--- config.mk ---
export PLATFORM = sky130hd
export DESIGN_NAME = lsws_ctrl_flat
export DESIGN_NICKNAME = d
export VERILOG_FILES = /design/src/rtl/core/lsws_pkg.sv /design/src/rtl/core/lsws_req_if.sv /design/src/rtl/core/lsws_ctrl.sv /design/src/flat_wrapper.sv
export SDC_FILE = /design/constraint.sdc
export NUM_CORES = 1
export LEC_CHECK = 0
export BUFFER_PORTS_ARGS = -buffer_cell sky130_fd_sc_hd__buf_2
export CORE_ASPECT_RATIO = 0.9
export CORE_MARGIN = 2
export CORE_UTILIZATION = 35
export CTS_CLUSTER_SIZE = 20
export DETAILED_ROUTE_END_ITERATION = 7
export PLACE_DENSITY = 0.59
export SYNTH_ARGS = -nofsm -noshare
export SYNTH_HDL_FRONTEND = slang
export SYNTH_SLANG_ARGS = --single-unit
--- constraint.sdc ---
create_clock -name clk -period 3.05 [get_ports clk]
set_input_delay 0.61 -clock clk [delete_from_list [all_inputs] [get_ports clk]]
set_output_delay 0.61 -clock clk [all_outputs]
set_load 0.05 [all_outputs]
--- src/rtl/core/lsws_pkg.sv ---
`default_nettype none
package lsws_pkg;

	localparam int WORD_W    = 32;
	localparam int CAP_W     = 9;
	localparam int CNT_OUT_W = 9;
	localparam logic [CAP_W-1:0] CAP_RESET = 9'd256;

	typedef enum logic [1:0] {
		FUNC_PUSH   = 2'd0,
		FUNC_POP    = 2'd1,
		FUNC_PEEK   = 2'd2,
		FUNC_SEARCH = 2'd3
	} func_t;

	typedef enum logic [1:0] {
		ST_OK        = 2'd0,
		ST_OVERFLOW  = 2'd1,
		ST_UNDERFLOW = 2'd2
	} status_t;

	typedef struct packed {
		logic signed [WORD_W-1:0] read_value;
		logic                     key_found;
		status_t                  status;
		logic                     now_empty;
		logic                     now_full;
		logic [CNT_OUT_W-1:0]     entry_count;
	} res_t;

	typedef struct packed {
		logic valid;
		res_t data;
	} res_word_t;

endpackage
`default_nettype wire

--- src/rtl/core/lsws_req_if.sv ---
`default_nettype none
interface lsws_req_if;
	logic                             valid;
	logic                             ready;
	lsws_pkg::func_t                  func;
	logic signed [lsws_pkg::WORD_W-1:0] push_value;
	logic signed [lsws_pkg::WORD_W-1:0] search_key;

	modport source(output valid, output func, output push_value, output search_key,
		input ready);
	modport sink(input valid, input func, input push_value, input search_key,
		output ready);
endinterface
`default_nettype wire

--- src/rtl/core/lsws_ctrl.sv ---
`default_nettype none
module lsws_ctrl #(
	parameter int MAX_DEPTH = 256
) (
	input  wire logic                                  clk,
	input  wire logic                                  arst_n,
	lsws_req_if.sink                                   req,
	input  wire logic [$clog2(MAX_DEPTH+1)-1:0]        cap_eff,
	input  wire logic                                  out_free,
	output lsws_pkg::res_word_t                        res,
	output logic                                       ram_we,
	output logic      [$clog2(MAX_DEPTH)-1:0]          ram_waddr,
	output logic      [lsws_pkg::WORD_W-1:0]           ram_wdata,
	output logic                                       ram_re,
	output logic      [$clog2(MAX_DEPTH)-1:0]          ram_raddr,
	input  wire logic [lsws_pkg::WORD_W-1:0]           ram_rdata
);

	localparam int AW = $clog2(MAX_DEPTH);
	localparam int CW = $clog2(MAX_DEPTH + 1);

	typedef enum logic [1:0] {
		S_IDLE,
		S_READ,
		S_SCAN,
		S_DONE
	} state_t;

	state_t                       state_q;
	logic [CW-1:0]                count_q;
	logic [CW-1:0]                scan_q;
	logic                         is_pop_q;
	logic [lsws_pkg::WORD_W-1:0]  key_q;
	logic                         found_q;
	logic [lsws_pkg::WORD_W-1:0]  rv_q;
	lsws_pkg::status_t            status_q;

	logic          accept;
	logic          full;
	logic          empty;
	logic [CW-1:0] cnt_m1;
	logic          hit;

	assign req.ready = (state_q == S_IDLE);
	assign accept    = req.valid && req.ready;
	assign full      = (count_q >= cap_eff);
	assign empty     = (count_q == '0);
	assign cnt_m1    = count_q - CW'(1);
	assign hit       = (ram_rdata == key_q);

	assign ram_we    = accept && (req.func == lsws_pkg::FUNC_PUSH) && !full;
	assign ram_waddr = count_q[AW-1:0];
	assign ram_wdata = req.push_value;

	always_comb begin
		ram_re    = 1'b0;
		ram_raddr = '0;
		case (state_q)
			S_IDLE: begin
				if (accept && !empty) begin
					case (req.func)
						lsws_pkg::FUNC_POP, lsws_pkg::FUNC_PEEK: begin
							ram_re    = 1'b1;
							ram_raddr = cnt_m1[AW-1:0];
						end
						lsws_pkg::FUNC_SEARCH: begin
							ram_re    = 1'b1;
							ram_raddr = '0;
						end
						default: begin
							ram_re = 1'b0;
						end
					endcase
				end
			end
			S_SCAN: begin
				if (scan_q != count_q) begin
					ram_re    = 1'b1;
					ram_raddr = scan_q[AW-1:0];
				end
			end
			default: begin
				ram_re = 1'b0;
			end
		endcase
	end

	always_comb begin
		res.valid            = (state_q == S_DONE);
		res.data.read_value  = rv_q;
		res.data.key_found   = found_q;
		res.data.status      = status_q;
		res.data.now_empty   = empty;
		res.data.now_full    = full;
		res.data.entry_count = lsws_pkg::CNT_OUT_W'(count_q);
	end

	always_ff @(posedge clk or negedge arst_n) begin
		if (!arst_n) begin
			state_q  <= S_IDLE;
			count_q  <= '0;
			scan_q   <= '0;
			is_pop_q <= 1'b0;
			key_q    <= '0;
			found_q  <= 1'b0;
			rv_q     <= '0;
			status_q <= lsws_pkg::ST_OK;
		end else begin
			case (state_q)
				S_IDLE: begin
					if (accept) begin
						key_q    <= req.search_key;
						is_pop_q <= (req.func == lsws_pkg::FUNC_POP);
						found_q  <= 1'b0;
						rv_q     <= '0;
						status_q <= lsws_pkg::ST_OK;
						scan_q   <= CW'(1);
						case (req.func)
							lsws_pkg::FUNC_PUSH: begin
								if (full) begin
									status_q <= lsws_pkg::ST_OVERFLOW;
								end else begin
									count_q <= count_q + CW'(1);
								end
								state_q <= S_DONE;
							end
							lsws_pkg::FUNC_POP, lsws_pkg::FUNC_PEEK: begin
								if (empty) begin
									status_q <= lsws_pkg::ST_UNDERFLOW;
									state_q  <= S_DONE;
								end else begin
									state_q <= S_READ;
								end
							end
							default: begin
								state_q <= empty ? S_DONE : S_SCAN;
							end
						endcase
					end
				end
				S_READ: begin
					rv_q <= ram_rdata;
					if (is_pop_q) begin
						count_q <= cnt_m1;
					end
					state_q <= S_DONE;
				end
				S_SCAN: begin
					found_q <= found_q | hit;
					if (scan_q == count_q) begin
						state_q <= S_DONE;
					end else begin
						scan_q <= scan_q + CW'(1);
					end
				end
				S_DONE: begin
					if (out_free) begin
						state_q <= S_IDLE;
					end
				end
				default: begin
					state_q <= S_IDLE;
				end
			endcase
		end
	end

endmodule
`default_nettype wire

--- src/flat_wrapper.sv ---
// flat-port wrapper written by rule: the top's interface ports become plain ports
module lsws_ctrl_flat 
#(
	parameter int MAX_DEPTH = 256
)
  (clk, arst_n, cap_eff, out_free, res, ram_we, ram_waddr, ram_wdata, ram_re, ram_raddr, ram_rdata, req_valid, req_func, req_push_value, req_search_key, req_ready);
  lsws_req_if req_i ();
  input  wire logic clk;
  input  wire logic arst_n;
  input  wire logic [$clog2(MAX_DEPTH+1)-1:0] cap_eff;
  input  wire logic out_free;
  output lsws_pkg::res_word_t res;
  output logic ram_we;
  output logic      [$clog2(MAX_DEPTH)-1:0] ram_waddr;
  output logic      [lsws_pkg::WORD_W-1:0] ram_wdata;
  output logic ram_re;
  output logic      [$clog2(MAX_DEPTH)-1:0] ram_raddr;
  input  wire logic [lsws_pkg::WORD_W-1:0] ram_rdata;
  input wire logic [$bits(req_i.valid)-1:0] req_valid;
  input wire logic [$bits(req_i.func)-1:0] req_func;
  input wire logic [$bits(req_i.push_value)-1:0] req_push_value;
  input wire logic [$bits(req_i.search_key)-1:0] req_search_key;
  output wire logic [$bits(req_i.ready)-1:0] req_ready;
  assign req_i.valid = req_valid;
  assign req_i.func = req_func;
  assign req_i.push_value = req_push_value;
  assign req_i.search_key = req_search_key;
  assign req_ready = req_i.ready;
  lsws_ctrl #(.MAX_DEPTH(MAX_DEPTH)) u_core (.clk(clk), .arst_n(arst_n), .req(req_i), .cap_eff(cap_eff), .out_free(out_free), .res(res), .ram_we(ram_we), .ram_waddr(ram_waddr), .ram_wdata(ram_wdata), .ram_re(ram_re), .ram_raddr(ram_raddr), .ram_rdata(ram_rdata));
endmodule
Word-level counts from Yosys, hierarchy flattened
Index checks and enable logic that the tools add are counted.
{ "classes": {"reduce_logical": 19, "n_eq_ne": 16, "n_lt_le_gt_ge": 1, "bitwise": 1, "n_div": 0, "mul": 0, "addsub": 3, "shift": 0, "n_mux": 30} }
{ "ops": {"columns": ["cell", "count"], "rows": [
  ["one-hot mux 32 bit (2 select lines)", 1],
  ["2-to-1 mux 9 bit", 6],
  ["one-hot mux 9 bit (2 select lines)", 2],
  ["== test 32 bit", 1],
  ["2-to-1 mux 32 bit", 1],
  ["2-to-1 mux 8 bit", 3],
  ["adder 9 x 1 -> 9 bit, second input constant", 2],
  ["one-hot mux 8 bit (2 select lines)", 1],
  ["2-to-1 mux 2 bit", 5],
  ["inequality test 2 bit, second input constant", 5],
  ["== test 9 bit", 1],
  ["greater-or-equal comparator 9 bit", 1],
  ["zero test 9 bit", 1],
  ["inequality test 9 bit", 1],
  ["subtractor 9 x 1 -> 9 bit, second input constant", 1],
  ["== test 2 bit, second input constant", 4],
  ["one-hot mux 2 bit (2 select lines)", 2],
  ["one-hot mux 2 bit (4 select lines)", 1],
  ["2-to-1 mux 1 bit", 6],
  ["AND reduction 2 bit", 3],
  ["AND reduction 3 bit", 2],
  ["AND reduction 5 bit", 1],
  ["== test 2 x 1 -> 1 bit, second input constant", 2],
  ["logical AND 1 bit", 4],
  ["8 further kinds", 13]
]} }
{ "word_totals": {"regBits": 88, "mem_bits_rw": 0, "out_inout_bits": 98, "romBits": 0, "inputBits": 111, "mem_count": 0, "latchBits": 0, "wordCells": 78} }

Depth between registers and ports, before layout
Gate-level depths: netlist (run 1).
{ "logic_depth": {"word_depth": 5, "ltp_mapped": 9, "mapped_depth_nobuf": 8} }

Worst setup path before layout (run 1)
No wires, ideal clock.
{ "synth_path": {"kind": "flip-flop to output port", "startpoint": "register u_core.count_q[0]", "endpoint": "output ram_raddr[2]", "t_required_ns": 2.440, "n_path_buf": 2, "arrival_time_ns": 3.249, "stages_incl_launch_ff": 10, "path_slack_ns": -0.809, "path_cell_list": "dfrtp_1 clkbuf_1 inv_1 ha_1 nor3b_2 nand2_1 nor2_1 or3_1 clkbuf_1 o21ai_0"} }
{ "synth_between": {"elab_chain_len": 5, "elab_cells_between_ends": 9, "classes_between": "add/sub (1); eq/ne (1); mux (4); reduce/logical (3)"} }
{ "synth_rtl": {"columns": ["item", "line", "rtl"], "rows": [
  ["from (decl)", "lsws_ctrl.sv:30", "logic [CW-1:0] count_q;"],
  ["from (signal assigned)", "lsws_ctrl.sv:123", "count_q <= count_q + CW'(1);"],
  ["from (signal assigned)", "lsws_ctrl.sv:144", "count_q <= cnt_m1;"],
  ["zero test 9 bit", "lsws_ctrl.sv:47", "assign empty = (count_q == '0);"],
  ["via u_core.empty", "lsws_ctrl.sv:40", "logic empty;"],
  ["zero test 1 bit", "lsws_ctrl.sv:60", "if (accept && !empty) begin"],
  ["logical AND 1 bit", "lsws_ctrl.sv:60", null],
  ["2-to-1 mux 8 bit", "lsws_ctrl.sv:60", null],
  ["one-hot mux 8 bit (2 select lines)", "lsws_ctrl.sv:58", "case (state_q)"],
  ["to (decl)", "flat_wrapper.sv:17", "output logic [$clog2(MAX_DEPTH)-1:0] ram_raddr;"]
]} }
The timed path passes the listed nets, and every way through them passes these cells.

Worst setup path in the final report (run 1)
{ "layout_path": {"startpoint": "register u_core.count_q[3]", "endpoint": "output ram_re"} }
{ "layout_between": {"elab_chain_len": 5, "elab_cells_between_ends": 7, "classes_between": "eq/ne (1); mux (3); reduce/logical (3)"} }
{ "layout_rtl": {"columns": ["item", "line", "rtl"], "rows": [
  ["zero test 9 bit", "lsws_ctrl.sv:47", null],
  ["zero test 1 bit", "lsws_ctrl.sv:60", null],
  ["logical AND 1 bit", "lsws_ctrl.sv:60", null],
  ["2-to-1 mux 1 bit", "lsws_ctrl.sv:60", null],
  ["one-hot mux 1 bit (2 select lines) *", "lsws_ctrl.sv:58", null],
  ["to (decl)", "flat_wrapper.sv:16", "output logic ram_re;"]
]} }
Mark *: on every way between the ends. The rest lies on a longest branch, timed or not.

==> results of run 1 <==
## cells by family after synthesis
group	Yosys count	share of synthesized area, %
AND/OR/NAND/NOR	118	12.1
AO/OA/AOI/OAI	93	13.4
buffers and inverters	88	9.71
flip-flops	88	42.5
XOR/XNOR	52	8.93
multiplexers	41	8.81
adder cells (fa/ha/maj)	19	4.59
## area by class of cell
type	instances	area, um2	area share [%]
timing repair buffer	158	846	13.5
inverter	20	75.1	1.20
clock inverter	6	118	1.88
clock buffer	9	225	3.60
tap	198	248	3.96
sequential	88	2210	35.3
multi-input combinational	323	2530	40.5
## layer usage
metal | track usage (%) | vias to the layer above | routed length, um
met5 | 0 | - | 17
met4 | 6.38 | 2 | 260
met3 | 6.09 | 33 | 1130
met2 | 29.5 | 177 | 6420
met1 | 21.0 | 1942 | 5720
li1 | - | 1937 | -
## metrics by stage
step | util (%) | instances | hold slack, ns | TNS [ns] | total power (uW)
after global routing | 42.8 | 802 | 0.258 | 0 | 2700
after CTS | 42.6 | 802 | 0.233 | 0 | 2640
after detailed placement | 40.2 | 787 | 0.470 | 0 | 1340
final | 42.8 | 802 | 0.226 | 0 | 2590
after global placement | 40.2 | 787 | 0.471 | 0 | 1330
after floorplan | - | 499 | 0.314 | -2.08 | 1350
## critical path, delay by kind of cell, from the launching register on
| kind | cells | cell delay, ns |
|---|---|---|
| DFF | 1 | 0.48 |
| buffers and inverters | 2 | 0.44 |
| AOI/OAI and AO/OA | 1 | 0.12 |
| and+or+nand+nor | 2 | 0.79 |
| xor gates and xnor gates | 1 | 0.18 |
## registers in the layout (all words and copies together) (netlist names)
| signal | count |
|---|---|
| u_core.count_q | 9 |
| u_core.found_q | 1 |
| u_core.is_pop_q | 1 |
| u_core.key_q | 32 |
| u_core.rv_q | 32 |
| u_core.scan_q | 9 |
| u_core.state_q | 2 |
| u_core.status_q | 2 |
## power groups by stage
stage	clock network, uW	registers, uW	logic (uW)
6_report	1280	1170	143
5_1_grt	1370	1170	161
4_1_cts	1320	1170	148
3_5_place_dp	0	1190	147
3_3_place_gp	0	1190	143
2_1_floorplan	0	1190	157
## worst paths after layout
path,endpoint,slack [ns],cells after the start
min in group clk,u_core.key_q[17],0.49,2
worst max register to register,u_core.state_q[0],0.77,6
max in group asynchronous,u_core.found_q,2.16,2
worst min register to register,u_core.status_q[0],0.49,2
worst max-delay path,ram_re,0.09,6
worst min-delay path,u_core.scan_q[3],0.23,1
## cell usage in the layout (no fill, tap or decap), drive strengths merged, types with 3 or more instances in the layout
cell    instances
buf           158
dfrtp          88
mux2           37
a22o           33
nand2          31
xnor2          29
nor2           25
xor2           23
inv            21
ha             19
o21ai          18
nand4          14
a21oi          13
nor4           10
nand3           9
clkbuf          9
o211ai          6
or3             6
and3            5
mux2i           4
or4             4
nor3            4
a31oi           4
a211oi          4
and2            3
o31ai           3
bufinv          3
## timing repair
| action | in CTS | in global routing |
|---|---|---|
| resized for setup | 2 | 9 |
| setup buffers | 0 | 0 |
| setup endpoints to repair | 8 | 10 |
| pin swaps | 0 | 0 |
==> flow_summary.yaml, run 1 <==
placed_design:
  dpl.hpwl_mm: 10.0
  placed_cell_area_um2: 5880
  pre_cts_slack_ns: 0.145
  gp_congestion: 0.808
  port_buffers: 144
synthesis:
  yosysTopAreaCell: "dfrtp_1"
  seq_area_frac_synth_pct: 42.5
  synthCells: 499
  synth_most_common_cell: "dfrtp_1"
  ys_async_sr_fraction_pct: 100
  avgSynthCellArea_um2: 10.4
  synth_edf_count: 0
  synth_seq_cells: 88
  synth_flop_cell: "dfrtp_1"
  synth.top_cell.area_share_pct: 42.5
  synth_common_cells: "dfrtp_1, buf_4, mux2_2"
  yosysWarnings: 0
  yosysUniqueCellTypes: 53
  netlist_area_um2: 5180
  synth_nets: 629
  synth.area.top_cells: "dfrtp_1, mux2_2, buf_4"
final_layout:
  finalNetCount: 730
  n_antenna_cell: 0
  fillers: 1460
  syn_to_final_growth_pct: 20.6
  drive_above_1_share_pct: 37.7
  fin_area_um2: 6250
routing:
  wirelength_mm: 13.6
  drt_pass1_iterations: 4
  dr.first_iter.drc_count: 239
  vias: 4091
  wl_per_cell_um: 16.9
  postRouteAntennaNets: 0
  route.detailed.drc: 0
  vias_per_cell: 5.10
clock_tree:
  cts_sinks: 88
  cts-root-buf: "clkbuf_16"
  clk_path_buf_depth: 2
  clk_pin_slew_ns: 0.07
  htreeDepth: 3
  worstSkewPairLatency_ns: 0.35
  cts-buffers-inserted: 9
  cts_hold_buffers: 0
  tritoncts: "yes"
floorplanning:
  dieArea_um2: 15800
  die-width_um: 132
  boundaryPins: 209
  num_rows: 42
  start_util_pct: 35.5
  die_h_um: 119
  core_area_um2: 14600
pwr:
  vdd_drop_max_v: 0.000346
  p_comb_share_pct: 5.5
  pwr-share-seq_pct: 45.0
  p_int_uw: 2030
  power_density_nw_per_um2: 415
  p_sw_uw: 559
  p_sw_share_pct: 21.6
  p_leak_uw: 0.00304
  clkPwrFrac_pct: 49.5
sta:
  relSlewSlack_pct: 64.3
  rsz0062_at_grt: "no"
  hold_viol: 0
  worst_slew_pin_slew_ns: 0.535
  fin_crit_sh_pct: 97.1
  timing.final.ws_setup_ns: 0.0877
  maxSlewViolCount: 0
  min_period_ns: 2.96
  setup_viol: 0
  skew_ns: 0.00979
  max_freq_ghz: 0.338
global_route:
  grt_pass1_vias: 4293
  grt_start_max_net_pins: 56
  grt.overflow.total: 0
  grt_pass1_wl_mm: 21.9
  grt_use_total_pct: 17.6
  antenna_found_initial: 2
worst_setup_path:
  startpoint: "u_core.count_q[3]"
  cp.arrival_ns: 2.35
  cp.required_ns: 2.44
  crit_type: "flop to output port"
  slowest_delay_ns: 0.48
  worstPathCellList: "buf_4 > xor2_1 > nor4_4 > and3_2 > o32ai_2 > buf_2"
  rr_startpoint: "u_core.count_q[3]"
  end_kind: "output port"
  cp_max_fo: 7
  critPathLaunchType: "flop"
  crit_slowest_cell: "dfrtp_1"
hold_path:
  hold_path.class: "input pin to asynchronous set/reset pin"
run_status:
  status: "complete, no violations"
run:
  max_cap_violations: 0
(Power assumes the default switching activity.)
==> inputs of run 2 (changes only) <==
PLACE_DENSITY = 0.65   (was 0.59)
==> run 2 against run 1 <==
  * Maximum frequency grew 2.5%
  * Clock-buffer cell count grew 1
  * Utilization shrank 0.29 points
  * Critical path depth grew 2
  * Cell area shrank 0.68%
  * Non-clock buffer count grew 1
  * Clock power shrank 14%
  * Largest power group is now registers
==> flow_summary.yaml, run 2 (synthesized netlist as in run 1, its figures left out) <==
run_status:
  status: "complete, no violations"
sta:
  maxSlewViolCount: 0
  setup_viol: 0
  hold_viol: 0
  min_period_ns: 2.89
  timing.final.ws_setup_ns: 0.160
  tns_ns: 0
  rsz0062_at_grt: "no"
  skew_ns: 0.00587
  fin_crit_sh_pct: 94.8
  hold_ws_ns: 0.183
  max_freq_ghz: 0.346
  worst_slew_pin_slew_ns: 0.572
  relSlewSlack_pct: 61.8
global_route:
  grt_pass1_wl_mm: 23.1
  grt.overflow.total: 0
  grt_start_max_net_pins: 64
  grt_use_total_pct: 18.7
  grt_pass1_vias: 4454
  antenna_found_initial: 0
worst_setup_path:
  cp.required_ns: 2.44
  crit_type: "flop to output port"
  critPathLaunchType: "flop"
  end_kind: "output port"
  cp.arrival_ns: 2.28
  r2r_slack_ns: 0.69
  r2r_cells: 7
  cp_max_fo: 8
floorplanning:
  core_area_um2: 14600
  boundaryPins: 209
  die_h_um: 119
  num_rows: 42
  die-width_um: 132
  dieArea_um2: 15800
  start_util_pct: 35.5
placed_design:
  port_buffers: 144
  dpl.hpwl_mm: 10.2
  placed_cells: 788
  gp_congestion: 0.882
  placed_cell_area_um2: 5890
  pre_cts_slack_ns: 0.235
final_layout:
  fin_area_um2: 6210
  finalNetCount: 731
  fin_cells: 804
  final_common_cell: "buf_2"
  syn_to_final_growth_pct: 19.8
  final_cell_mix: "buf_2, dfrtp_1, mux2_2"
  top_regs: "u_core.key_q (32), u_core.rv_q (32)"
  n_antenna_cell: 0
  drive_above_1_share_pct: 37.8
routing:
  drt_pass1_iterations: 4
  vias: 4256
  route.detailed.drc: 0
  postRouteAntennaNets: 0
  wl_per_cell_um: 17.5
  vias_per_cell: 5.29
  wirelength_mm: 14.1
  dr.first_iter.drc_count: 266
clock_tree:
  clk_pin_slew_ns: 0.07
  worstSkewPairLatency_ns: 0.35
  cts-buffers-inserted: 9
  cts-root-buf: "clkbuf_16"
  tritoncts: "yes"
  cts_sinks: 88
  htreeDepth: 3
  cts_hold_buffers: 0
  clk_path_buf_depth: 2
pwr:
  p_leak_uw: 0.00303
  vdd_drop_max_v: 0.000295
  power_density_nw_per_um2: 389
run:
  max_cap_violations: 0
hold_path:
  hold_path.class: "input pin to asynchronous set/reset pin"
[run 2: repair_timing]
item,in CTS,in global routing
hold endpoints to repair,0,0
endpoints found under the setup margin,8,9
buffers inserted,0,0
gates resized for setup,1,10
[run 2: cell type report]
class | instances | area (um2)
Timing Repair Buffer | 159 | 858
Tap cell | 198 | 248
Clock buffer | 10 | 239
Fill cell | 1462 | 8400
Clock inverter | 6 | 50.0
Sequential cell | 88 | 2210
Inverter | 20 | 75.1
Multi-Input combinational cell | 323 | 2530
[run 2: layer usage]
layer  vias up  part of all wire [%]  global-route usage (%)
met1      2074                    41                    22.2
met2       197                    48                    31.2
li1       1946                     -                       -
met3        39                   8.6                    6.64
met5         -                     0                       0
met4         0                   2.7                    7.46
[run 2: power by group]
part           switching, uW  internal (uW)
clock network            517            587
logic                   81.7           64.4
registers        0.000000231           1170
total                    598           1820
[run 2: metrics by stage]
step	power (uW)	util [%]
finish	2420	42.5
global route	2530	42.5
global placement	1330	40.3
floorplan	1350	-
detailed placement	1340	40.3
CTS	2470	42.3
[run 2: worst paths after layout]
check                                  start                end
max                        u_core.count_q[0]       ram_raddr[2]
min                                   arst_n   u_core.scan_q[3]
max reg2reg                u_core.state_q[1]  u_core.count_q[6]
min reg2reg                   u_core.found_q     u_core.found_q
max in group asynchronous             arst_n    u_core.key_q[1]
min in group clk           req_search_key[5]    u_core.key_q[5]
[run 2: critical path, stage by stage, from the launching register on]
cell and delay, ns:
dfrtp_2 0.36, inv_1 0.06, ha_1 0.24, nor3b_4 0.19, nand2_2 0.13, nor2_1 0.07, or3_4 0.45, o21ai_1 0.19
clkbuf_4 0.25
==> inputs of run 3 (changes only) <==
ABC_AREA = 1   (was not set)
PLACE_DENSITY = 0.64   (was 0.65)
==> run 3 against run 2 <==
  * Sequential cell count did not move
  * Cell area rose by 2.4%
  * Via count rose by 13%
  * Area after synthesis up 5.9%
  * Largest cell class unchanged
==> flow_summary.yaml, run 3 <==
run_status:
  status: "complete, no violations"
final_layout:
  top_regs: "u_core.key_q (32), u_core.rv_q (32)"
  fin_area_um2: 6350
  final_common_cell: "nand2_1"
  n_antenna_cell: 0
  final_util_pct: 41.3
  fillers: 1625
  drive_above_1_share_pct: 24.1
  finalNetCount: 948
  syn_to_final_growth_pct: 15.7
  final_cell_mix: "nand2_1, buf_2, nand3_1"
global_route:
  grt_pass1_vias: 4578
  grt_start_max_net_pins: 52
  grt_use_total_pct: 18.3
  grt.overflow.total: 0
  grt_pass1_wl_mm: 23.8
  antenna_found_initial: 1
routing:
  wirelength_mm: 14.5
  vias: 4827
  drt_pass1_iterations: 4
  vias_per_cell: 4.71
  dr.first_iter.drc_count: 304
  route.detailed.drc: 0
  postRouteAntennaNets: 0
  wl_per_cell_um: 14.2
pwr:
  pwr-share-seq_pct: 29.0
  p_int_uw: 3160
  p_leak_uw: 0.00359
  p_sw_share_pct: 52.2
  power_density_nw_per_um2: 1040
  p_sw_uw: 3450
  vdd_drop_max_v: 0.000690
  p_comb_share_pct: 54.9
  clkPwrFrac_pct: 16.1
synthesis:
  synth.top_cell.area_share_pct: 40.1
  synth_flop_cell: "dfrtp_1"
  synth.area.top_cells: "dfrtp_1, nand2_1, nand3_1"
  synth_edf_count: 0
  netlist_area_um2: 5490
  yosysTopAreaCell: "dfrtp_1"
  synthCells: 726
  synth_common_cells: "nand2_1, nand3_1, dfrtp_1"
  synth_seq_cells: 88
  avgSynthCellArea_um2: 7.56
  yosysUniqueCellTypes: 38
  synth_nets: 856
  synth_most_common_cell: "nand2_1"
  yosysWarnings: 0
  seq_area_frac_synth_pct: 40.1
  ys_async_sr_fraction_pct: 100
hold_path:
  hold_path.class: "input pin to asynchronous set/reset pin"
placed_design:
  dpl.hpwl_mm: 10.3
  port_buffers: 144
  placed_cell_area_um2: 6070
  gp_congestion: 0.876
worst_setup_path:
  cp.arrival_ns: 2.23
  crit_type: "flop to output port"
  cp.required_ns: 2.44
  end_kind: "output port"
  cp_max_fo: 16
  critPathLaunchType: "flop"
  rr_startpoint: "u_core.count_q[4]"
  startpoint: "u_core.state_q[0]"
floorplanning:
  start_util_pct: 35.7
  dieArea_um2: 16700
  die_h_um: 123
  boundaryPins: 209
  num_rows: 43
  core_area_um2: 15400
  die-width_um: 136
clock_tree:
  tritoncts: "yes"
  clk_pin_slew_ns: 0.06
  clk_path_buf_depth: 2
  htreeDepth: 3
  cts-buffers-inserted: 9
  cts_sinks: 88
  cts_setup_buffers: 0
  cts-root-buf: "clkbuf_16"
  worstSkewPairLatency_ns: 0.34
sta:
  relSlewSlack_pct: 61.7
  rsz0062_at_grt: "no"
  skew_ns: 0.00443
  maxSlewViolCount: 0
  worst_slew_pin_slew_ns: 0.574
  setup_viol: 0
  hold_viol: 0
  min_period_ns: 2.84
  fin_crit_sh_pct: 93.1
  max_freq_ghz: 0.352
run:
  max_cap_violations: 0
[run 3: cell types whose count changed in the layout (fill, tap and decap cells not counted), sizes merged, moves of 7 or more]
| cell | before | now |
|---|---|---|
| a22o | 33 | 1 |
| nor2 | 25 | 39 |
| nor4 | 10 | 0 |
| a21oi | 13 | 6 |
| inv | 23 | 58 |
| xnor2 | 29 | 17 |
| nand2 | 31 | 256 |
| nand3 | 9 | 107 |
| nand4 | 14 | 7 |
| mux2 | 37 | 0 |
[run 3: worst paths after layout]
kind | slack, ns | end | depth (start not counted)
min in group clk | 0.46 | u_core.key_q[21] | 3
max | 0.21 | ram_raddr[7] | 9
min | 0.24 | u_core.count_q[0] | 1
max in group asynchronous | 2.14 | u_core.key_q[31] | 2
max reg2reg | 0.78 | u_core.count_q[4] | 9
min reg2reg | 0.49 | u_core.is_pop_q | 2
[run 3: logic make-up after synthesis]
kind of cell / synth area share, %
AND/OR/NAND/NOR: 33.1
buffers and inverters: 12.7
flip-flops: 40.1
XOR/XNOR: 6.38
AO/OA/AOI/OAI: 3.42
adder cells (fa/ha/maj): 4.33
[run 3: area by class of cell]
class | instances | area [um2] | share of cell area (%)
multi-input cells | 508 | 2600 | 40.9
repair buffers | 151 | 788 | 12.4
clock buffers | 11 | 253 | 3.98
flip-flops and latches | 88 | 2200 | 34.7
clock inverters | 4 | 28.8 | 0.453
inverters | 60 | 229 | 3.60
well taps | 202 | 253 | 3.98
[run 3: timing repair]
item,in CTS,in global routing
resized for setup,0,3
setup endpoints to repair,0,7
hold endpoints to repair,0,0
hold buffers,0,0
[run 3: metal layers]
| metal | track usage (%) | up-vias | wire (um) |
|---|---|---|---|
| met3 | 6.48 | 17 | 1190 |
| met2 | 28.7 | 151 | 6450 |
| met1 | 24.5 | 2225 | 6760 |
| li1 | - | 2432 | - |
| met4 | 3.26 | 2 | 125 |
| met5 | 0 | - | 13 |
[run 3: power by group through the flow]
stage	clock network [uW]	logic (uW)	registers [uW]
global placement	0	3630	1920
detailed placement	0	3660	1930
CTS	1120	3660	1920
finish	1070	3630	1920
global route	1160	4020	1980
floorplan	0	2500	2390
[run 3: worst max-delay path, cell delays in order (launching register included)]
cell,delay (ns)
dfrtp_1,0.41
inv_1,0.09
ha_1,0.35
nand2_4,0.22
nor2_2,0.18
nand2_2,0.12
inv_2,0.10
nand3_1,0.08
o21ai_1,0.08
buf_2,0.27
[run 3: through the flow]
step	TNS (ns)	hold slack, ns	std cells	worst slack, ns	power [uW]
after floorplan	-0.638	0.314	726	-0.319	4890
after global placement	0	0.465	1009	0.563	5550
after detailed placement	0	0.468	1009	0.465	5590
after CTS	0	0.248	1024	0.0866	6700
after global routing	0	0.265	1024	0.00652	7160
final	0	0.241	1024	0.209	6620
